==> config.mk <==
export PLATFORM = sky130hd
export DESIGN_NAME = ebb_filter
export DESIGN_NICKNAME = d
export VERILOG_FILES = /design/src/ebb_pkg.sv /design/src/ebb_filter.sv
export SDC_FILE = /design/constraint.sdc
export NUM_CORES = 1
export LEC_CHECK = 0
export BUFFER_PORTS_ARGS = -buffer_cell sky130_fd_sc_hd__buf_4
export CAP_MARGIN = 20
export CORE_UTILIZATION = 50
export CTS_CLUSTER_DIAMETER = 80
export DETAILED_ROUTE_END_ITERATION = 8
export GPL_TIMING_DRIVEN = 0
export PLACE_DENSITY = 0.75
export SLEW_MARGIN = 30
export SYNTH_ARGS = -nofsm -noshare
export SYNTH_HDL_FRONTEND = slang
export SYNTH_SLANG_ARGS = --single-unit
==> constraint.sdc <==
create_clock -name clk -period 24 [get_ports clk]
set_input_delay 4.8 -clock clk [delete_from_list [all_inputs] [get_ports clk]]
set_output_delay 4.8 -clock clk [all_outputs]
set_load 0.03 [all_outputs]
==> src/ebb_pkg.sv <==
package ebb_pkg;

  localparam int DEF_MAX_WIDTH  = 256;
  localparam int DEF_MAX_HEIGHT = 256;
  localparam int DIM_W          = 13;
  localparam int COORD_W        = 8;
  localparam int PIX_W          = 32;
  localparam int ACC_W          = 12;
  localparam int ALPHA_W        = 5;
  localparam int NUM_CH         = 4;

  localparam logic [1:0] OP_WRITE = 2'd0;
  localparam logic [1:0] OP_RUN   = 2'd1;
  localparam logic [1:0] OP_READ  = 2'd2;

  localparam logic [2:0] REG_RADIUS     = 3'd0;
  localparam logic [2:0] REG_ALPHA_ONLY = 3'd1;
  localparam logic [2:0] REG_TOP        = 3'd2;
  localparam logic [2:0] REG_BOTTOM     = 3'd3;
  localparam logic [2:0] REG_LEFT       = 3'd4;
  localparam logic [2:0] REG_RIGHT      = 3'd5;

  localparam logic [ALPHA_W-1:0] RADIUS_ALPHA [17] = '{
    5'd14, 5'd10, 5'd8, 5'd6, 5'd5, 5'd5, 5'd4, 5'd3, 5'd3,
    5'd3,  5'd3,  5'd2, 5'd2, 5'd2, 5'd2, 5'd2, 5'd2
  };

  typedef struct packed {
    logic                seed;
    logic                update;
    logic                alpha_only;
    logic [ALPHA_W-1:0]  alpha;
  } filt_ctrl_t;

  typedef struct packed {
    logic [COORD_W-1:0] line_first;
    logic [COORD_W-1:0] line_last;
    logic [COORD_W-1:0] along_first;
    logic [COORD_W-1:0] along_last;
  } span_t;

  function automatic logic [ALPHA_W-1:0] alpha_of_radius(input logic [4:0] r);
    logic [4:0] idx;
    idx = r - 5'd1;
    if (r == 5'd0) begin
      return 5'd16;
    end else if (r > 5'd17) begin
      return 5'd1;
    end else begin
      return RADIUS_ALPHA[idx];
    end
  endfunction

endpackage

==> src/ebb_filter.sv <==
module ebb_filter
  import ebb_pkg::*;
(
  input  logic             clk,
  input  logic             rst_n,
  input  filt_ctrl_t       ctrl,
  input  logic [PIX_W-1:0] word_in,
  output logic [PIX_W-1:0] word_out
);

  for (genvar c = 0; c < NUM_CH; c++) begin : g_ch
    logic [ACC_W-1:0]  acc_r;
    logic [ACC_W-1:0]  acc_nxt;
    logic [7:0]        byte_in;
    logic [ACC_W-1:0]  pix16;
    logic signed [13:0] diff;
    logic signed [19:0] prod;
    logic signed [19:0] bias;
    logic signed [19:0] quo;
    logic              active;

    assign byte_in = word_in[8*c +: 8];
    assign pix16   = {byte_in, 4'h0};
    assign active  = !ctrl.alpha_only || (c == NUM_CH - 1);
    assign diff    = $signed({2'b00, pix16}) - $signed({2'b00, acc_r});
    assign prod    = diff * $signed({1'b0, ctrl.alpha});
    // divide by 16 rounding toward zero
    assign bias    = prod + (prod[19] ? 20'sd15 : 20'sd0);
    assign quo     = bias >>> 4;
    assign acc_nxt = acc_r + quo[ACC_W-1:0];

    assign word_out[8*c +: 8] = active ? acc_nxt[ACC_W-1:4] : byte_in;

    always_ff @(posedge clk) begin
      if (!rst_n) begin
        acc_r <= '0;
      end else if (active && ctrl.seed) begin
        acc_r <= pix16;
      end else if (active && ctrl.update) begin
        acc_r <= acc_nxt;
      end
    end
  end

endmodule

# After elaboration in Yosys (flattened, before gate mapping)
# Cells that the tools add are included.
# classes
reduce_logical	7
n_bitwise	1
n_addsub	12
muxes	15
mul	4
# ops
op	count
12-bit two-way mux	8
13-bit by 6-bit multiplier with 19-bit output	4
16-bit by 5-bit adder with 16-bit output	4
12-bit by 12-bit subtractor with 13-bit output	4
12-bit adder	4
8-bit two-way mux	3
4-bit two-way mux	4
2-bit nonzero test	2
2-bit OR reduction	2
1-bit logical AND	2
1-bit zero test	1
1-bit inverter	1
# word_totals
in_bits	42
regBits	48
out_inout_bits	32
wordCells	47

# Depth between registers and ports, before layout
# Gate-level depths: netlist of run 1.
# logic_depth
ltp_word	7
depth_mapped	37
ltp_nobuf	36

# Worst setup path after synthesis of run 1
# Ideal clock, no wire load.
# synth_path
path_kind	input to output
from	input word_in[16]
to	output word_out[22]
path_slack_ps	6628
t_required_ps	19200
path_stages	33
t_arrival_ps	12572
n_path_buf	0
cell_sequence	ha_1 > nor4bb_1 > o21a_1 > o21a_1 > o21ai_0 > a21boi_1 > o21a_1 > o41ai_1 > nand2_1 > inv_1 > fa_1 > fa_1 > inv_1 > fa_1 > inv_1 > ha_1 > a21o_1 > a31o_2 > a221oi_1 > o21ai_1 > mux2i_1 > xor2_1 > ha_1 > fa_1 > a21o_1 > a21oi_1 > o21bai_1 > a21oi_1 > o21bai_1 > a211o_1 > a31oi_1 > xor2_1 > o21ai_0
# synth_via
elab_chain_cells	6
# synth_lines
item	line_no	rtl
from (decl)	ebb_filter.sv:7	input logic [PIX_W-1:0] word_in,
12-bit by 12-bit subtractor with 13-bit output *	ebb_filter.sv:25	assign diff = $signed({2'b00, pix16}) - $signed({2'b00, acc_r});
13-bit by 6-bit multiplier with 19-bit output *	ebb_filter.sv:26	assign prod = diff * $signed({1'b0, ctrl.alpha});
4-bit two-way mux	ebb_filter.sv:28	assign bias = prod + (prod[19] ? 20'sd15 : 20'sd0);
16-bit by 5-bit adder with 16-bit output *	ebb_filter.sv:28	
12-bit adder *	ebb_filter.sv:30	assign acc_nxt = acc_r + quo[ACC_W-1:0];
8-bit two-way mux *	ebb_filter.sv:32	assign word_out[8*c +: 8] = active ? acc_nxt[ACC_W-1:4] : byte_in;
to (decl)	ebb_filter.sv:8	output logic [PIX_W-1:0] word_out
# Every way passes the cells marked *; elsewhere a longest branch is shown, timed or not.

# Worst setup path in the final report of run 1
# layout_path
from	input word_in[0]
to	output word_out[7]
# The elaborated chain is that of the path after synthesis.

==> flow_summary.yaml, run 1 <==
synth:
  ys_async_sr_fraction_pct: 0
  yosysWarnings: 0
  synth.area.mux_share_pct: 0.999
  synth-seq-cells: 48
  yosysSeqAreaShare_pct: 5.99
  ys.flop_type: "dfxtp_1"
  syn_area_um2: 16000
  synth_xor_area_share_pct: 9.40
  synth-simple-area-share_pct: 20.6
  synthesis.instances: 2024
  syn_nets: 2453
  synth.distinct_cells: 76
  post_synth_fa_ha_maj_area_fraction_pct: 37.4
  synth_compound_area_share_pct: 16.1
  syn_avg_cell_area_um2: 7.92
  synth_edf_count: 0
  synth_top_family_by_area: "adder cells"
routing:
  routedWlPerCell_um: 17.5
  drc: 0
  routed_wl_mm: 43.8
  firstDrtPassIters: 5
  route.vias.total: 14200
  antenna_left: 0
  via_per_inst: 5.67
  drtIter0Drc: 858
sta:
  tns_ps: 0
  final.min_clock_period_ps: 18550
  worstMarginPinSlew_ps: 1080
  hold_viol_final: 0
  maxSlewHeadroom_pct: 28.3
  timing.fmax_ghz: 0.0539
  grt_setup_unrepaired: "false"
  timing.final.crit_share_pct: 77.3
  fin_skew_ps: 14.3
  slew_viol_final: 0
  setup_viol: 0
setup_path:
  cp.depth: 36
  cp_slowest_cell: "o41ai_1"
  crit_path_max_incr_delay_ps: 770
  r2r-start: "g_ch[0].acc_r[0]"
  critPathCapture: "word_out[7]"
  cp.buffers_inverters: 6
  cp-end-kind: "primary output"
  r2r_slack_ps: 14760
  path_delay_family: "compound AO/OA/AOI/OAI gates"
  critPathMaxFanout: 6
  start_kind: "primary input"
  worstSetupPathType: "in2out"
  r2r_cells: 35
  r2r-end: "g_ch[0].acc_r[11]"
  required_ps: 19200
  cp_common_cell: "xnor2_1"
  critPathLaunch: "word_in[0]"
  crit_arrival_ps: 13750
clocking:
  htreeDepth: 2
  numCtsBuffers: 5
  cts_tree: "done"
  clock_latency_ps: 340
  cts_sinks: 48
  clk_pin_slew_ps: 90
  postCtsSetupBuffers: 0
  cts_resized: 0
  cts-root-buf: "clkbuf_16"
  cts_hold_buf: 0
  clk_path_buf_depth: 2
final_layout:
  largest_reg_flops: 48
  area_growth_pct: 7.52
  regMostFlops: "g_ch.acc_r"
  mostFrequentLayoutCell: "inv_1"
  nNetsFinal: 2532
  stdcell_area_um2: 17200
  top_regs: "g_ch.acc_r (48)"
  layout-drive-gt1-share_pct: 5.70
  layout_common_cells: "332 x inv_1, 234 x ha_1, 218 x and2_1"
flow_run:
  drv_cap: 0
die:
  start_util_pct: 50.8
  rows: 65
  core_um2: 31600
  io_pins: 74
  dieHeight_um: 181
  dieArea_um2: 32800
  die_x_um: 181
placed_design:
  placed_area_um2: 17100
  dp_hpwl_mm: 36.2
  gp_congestion: 0.915
  io_buffer_count: 71
global_route:
  antenna_found_initial: 1
  grt_max_degree: 16
  grtUsageTotal_pct: 27.9
  overflow: 0
  grt_pass1_wl_mm: 72.7
  grt_pass1_vias: 14600
worst_hold_path:
  min_from: "g_ch[1].acc_r[3]"
  holdCritPathClass: "reg2reg"
status:
  status: "complete, no violations"
layer usage:
metal	GRT usage [%]	vias up	routed length (µm)
met4	11.2	0	1720
met2	49.3	360	21300
met3	3.75	84	2430
li1	-	6840	-
met1	34.1	6931	18400
met5	0	-	0
synth_stat cells (all sizes together), types with 8 or more instances:
cell,count,share of area (%)
inv,333,7.8
ha,234,18
and2,218,8.5
fa,153,19
nand2,140,3.3
xnor2,117,6.4
nor2,105,2.5
a21oi,102,3.2
o21ai,70,2.2
xor2,55,3.0
clkbuf,53,1.2
dfxtp,48,6.0
nor3,39,1.2
a21o,38,1.8
nor2b,25,0.98
nand3,22,0.69
o21a,22,1.0
a211oi,16,0.75
mux2i,16,1.0
o221a,15,1.1
o21bai,12,0.56
a31oi,11,0.43
buf,11,0.48
nand2b,11,0.43
a21boi,10,0.47
nor4,10,0.48
and3,9,0.35
o221ai,9,0.49
a2111oi,8,0.44
nand4,8,0.31
final cells by class:
class                           count  area (µm²)
Clock buffer                        6         139
Timing Repair Buffer               72         544
Multi-Input combinational cell   1579       13500
Inverter                          333        1250
Tap cell                          402         503
Sequential cell                    48         961
Buffer                             64         277
Fill cell                        2968       14300
Antenna cell                        1        2.50
Clock inverter                      2        15.0
worst reg2reg max path: cells and delay by family (launching register included):
family / cells / cell delay, ps
AOI/OAI and AO/OA: 16 / 3810
xor gates and xnor gates: 4 / 970
and+or+nand+nor: 4 / 930
buffers and inverters: 5 / 550
adders and majority gates: 6 / 2360
DFF: 1 / 510
logic make-up (layout without fill, tap and decap cells):
| kind of cell | count (synthesis) | in the layout |
|---|---|---|
| xor+xnor | 172 | 172 |
| flops | 48 | 48 |
| fa+ha+maj | 387 | 387 |
| simple gates | 625 | 625 |
| buf+inv | 397 | 477 |
| compound gates | 379 | 379 |
| other cells | 0 | 1 |
| mux | 16 | 16 |
metrics by stage:
step / cells / setup WS [ps] / util, % / hold slack [ps]
5_1_grt: 2506 / 4690 / 54.6 / 585
4_1_cts: 2505 / 5410 / 54.6 / 539
3_3_place_gp: 2497 / 5610 / 54.1 / 518
2_1_floorplan: 2024 / 6630 / - / 485
3_5_place_dp: 2497 / 5430 / 54.1 / 526
6_report: 2507 / 5450 / 54.6 / 551
how the worst min path moves through the flow:
stage,to,cells after the start
after floorplan,g_ch[1].acc_r[3],2
after global placement,g_ch[1].acc_r[3],2
after detailed placement,g_ch[1].acc_r[3],2
after CTS,g_ch[1].acc_r[3],2
after global routing,g_ch[1].acc_r[3],2
final,g_ch[1].acc_r[3],2
Power of run 1 is left out: the tool's default activity adds up to more than one toggle a clock period on the data nets, which glitch-free logic cannot reach.
==> inputs of run 2 (changes only) <==
--- a/config.mk
+++ b/config.mk
@@ -5,13 +5,14 @@
 export SDC_FILE = /design/constraint.sdc
 export NUM_CORES = 1
 export LEC_CHECK = 0
+export ABC_AREA = 1
 export BUFFER_PORTS_ARGS = -buffer_cell sky130_fd_sc_hd__buf_4
 export CAP_MARGIN = 20
 export CORE_UTILIZATION = 50
 export CTS_CLUSTER_DIAMETER = 80
 export DETAILED_ROUTE_END_ITERATION = 8
 export GPL_TIMING_DRIVEN = 0
-export PLACE_DENSITY = 0.75
+export PLACE_DENSITY = 0.78
 export SLEW_MARGIN = 30
 export SYNTH_ARGS = -nofsm -noshare
 export SYNTH_HDL_FRONTEND = slang
==> constraint.sdc (replaced) <==
create_clock -name clk -period 15.05 [get_ports clk]
set_input_delay 3.01 -clock clk [delete_from_list [all_inputs] [get_ports clk]]
set_output_delay 3.01 -clock clk [all_outputs]
set_load 0.03 [all_outputs]
==> run 2 against run 1 <==
Setup slack lost 3900 ps; die area grew 2.2%; non-clock buffer count shrank 10; synthesized area grew 2.2%; global-route usage shrank 0.25 points; sequential share of layout area shrank 0.14 points; first-iteration DRC count grew 32%; via count grew 13%; register-to-register slack lost 7500 ps; critical path type unchanged.
==> flow_summary.yaml, run 2 <==
synth:
  synth_compound_area_share_pct: 9.89
  yosysWarnings: 0
  synth_top_cell_by_area: "fa_1"
  yosys-top-cells-count: "563 x nand2_1, 558 x inv_1, 262 x nor2_1, 234 x ha_1, 153 x fa_1"
  synth-seq-cells: 48
  syn_avg_cell_area_um2: 6.58
  synth.distinct_cells: 51
  synth.area.mux_share_pct: 0
  syn_area_um2: 16400
  synth.area.top_cells: "fa_1 19%, ha_1 18%, nand2_1 13%, inv_1 13%, nor2_1 6.0%"
  synth_top_family_by_area: "adder cells"
  synth_xor_area_share_pct: 6.82
  ys_async_sr_fraction_pct: 0
  yosysSeqAreaShare_pct: 5.86
  syn_nets: 2920
  post_synth_fa_ha_maj_area_fraction_pct: 36.6
  yosysTopAreaCellShare_pct: 18.7
  synthesis.instances: 2491
  synth-simple-area-share_pct: 26.4
  synthMostInstantiatedCell: "nand2_1"
  ys.flop_type: "dfxtp_1"
  synth_edf_count: 0
placed_design:
  io_buffer_count: 72
  dp_hpwl_mm: 37.8
  gp_congestion: 0.963
  placed_area_um2: 17500
routing:
  drtIter0Drc: 1135
  routed_wl_mm: 45.3
  firstDrtPassIters: 6
  via_per_inst: 5.32
  routedWlPerCell_um: 15.1
  antenna_left: 0
  route.vias.total: 16000
  drc: 0
sta:
  maxSlewHeadroom_pct: 35.8
  holdWs_ps: 519
  tns_ps: 0
  final.min_clock_period_ps: 13540
  grt_setup_unrepaired: "false"
  timing.fmax_ghz: 0.0739
  slew_viol_final: 0
  hold_viol_final: 0
  worstMarginPinSlew_ps: 959
  fin_skew_ps: 10.6
  setup_viol: 0
  timing.final.crit_share_pct: 90.0
global_route:
  antenna_found_initial: 0
  grtUsageTotal_pct: 27.6
  overflow: 0
  grt_max_degree: 17
  grt_pass1_vias: 15500
  grt_pass1_wl_mm: 74.0
setup_path:
  worstSetupPathType: "in2out"
  critPathMaxFanout: 6
  start_kind: "primary input"
  cp_slowest_cell: "fa_1"
  r2r_cells: 41
  crit_arrival_ps: 10530
  cp-end-kind: "primary output"
  crit_path_max_incr_delay_ps: 530
  cp_common_cell: "nand2_1"
  required_ps: 12040
flow_run:
  drv_cap: 0
final_layout:
  mostFrequentLayoutCell: "nand2_1"
  top_regs: "g_ch.acc_r (48)"
  area_growth_pct: 7.86
  stdcell_area_um2: 17700
  layout_common_cells: "563 x nand2_1, 558 x inv_1, 261 x nor2_1"
  regMostFlops: "g_ch.acc_r"
  utilization_pct: 55.4
  nNetsFinal: 2999
  layout-drive-gt1-share_pct: 5.83
  largest_reg_flops: 48
  fillers: 3069
  antenna_cells: 0
die:
  dieArea_um2: 33500
  dieHeight_um: 183
  rows: 65
  core_um2: 31900
  die_x_um: 183
  io_pins: 74
  start_util_pct: 51.4
clocking:
  numCtsBuffers: 5
  cts_sinks: 48
  cts_tree: "done"
  postCtsSetupBuffers: 0
  cts_resized: 0
  htreeDepth: 2
  clock_latency_ps: 330
  cts-root-buf: "clkbuf_16"
  clk_pin_slew_ps: 80
  clk_path_buf_depth: 2
  cts_hold_buf: 0
worst_hold_path:
  hold_depth: 2
  holdCritPathClass: "reg2reg"
status:
  status: "complete, no violations"
==> run 2: path summary, 6_finish.rpt <==
check                        start               end  slack (ps)
hold / removal    g_ch[2].acc_r[4]  g_ch[2].acc_r[4]         520
setup / recovery        word_in[1]       word_out[4]        1510
hold reg to reg   g_ch[2].acc_r[4]  g_ch[2].acc_r[4]         520
setup reg to reg  g_ch[0].acc_r[0]  g_ch[0].acc_r[8]        7280
==> run 2: layout make-up <==
class	instances	area [µm²]	share of cell area, %
Buffer	54	255	1.44
Clock buffer	5	125	0.708
Clock inverter	3	68.8	0.389
Inverter	563	2110	12.0
Multi-Input combinational cell	1826	13100	73.9
Sequential cell	48	961	5.44
Tap cell	435	544	3.08
Timing Repair Buffer	72	541	3.06
==> run 2: through the flow <==
stage               setup slack, ps  std cells
floorplan                      2640       2491
global placement               1650       2998
detailed placement             1540       2998
CTS                            1530       3006
global route                    912       3006
finish                         1510       3006
==> run 2: layer usage <==
layer | vias to the layer above | global-route usage (%) | part of all wire, % | routed length [µm]
li1 | 7833 | - | - | -
met1 | 7500 | 35.5 | 42 | 19000
met2 | 560 | 46.9 | 47 | 21100
met3 | 112 | 4.01 | 7.9 | 3600
met4 | 0 | 10.1 | 3.5 | 1570
met5 | - | 0 | 0 | 0
==> run 2: cell families (layout without fill, tap and decap cells) <==
logic type,count (synthesis),after routing
and+or+nand+nor,1029,1029
AOI/OAI and AO/OA,284,284
DFF,48,48
buffers and inverters,617,697
xor gates and xnor gates,126,126
adders and majority gates,387,387
==> run 2: worst max-delay path, delay by kind of cell <==
kind | cells | cell delay [ps]
AOI/OAI and AO/OA | 9 | 2060
xor gates and xnor gates | 1 | 150
adders and majority gates | 7 | 2830
buffers and inverters | 8 | 710
and+or+nand+nor | 16 | 1720
Power of run 2 is left out for the same reason.
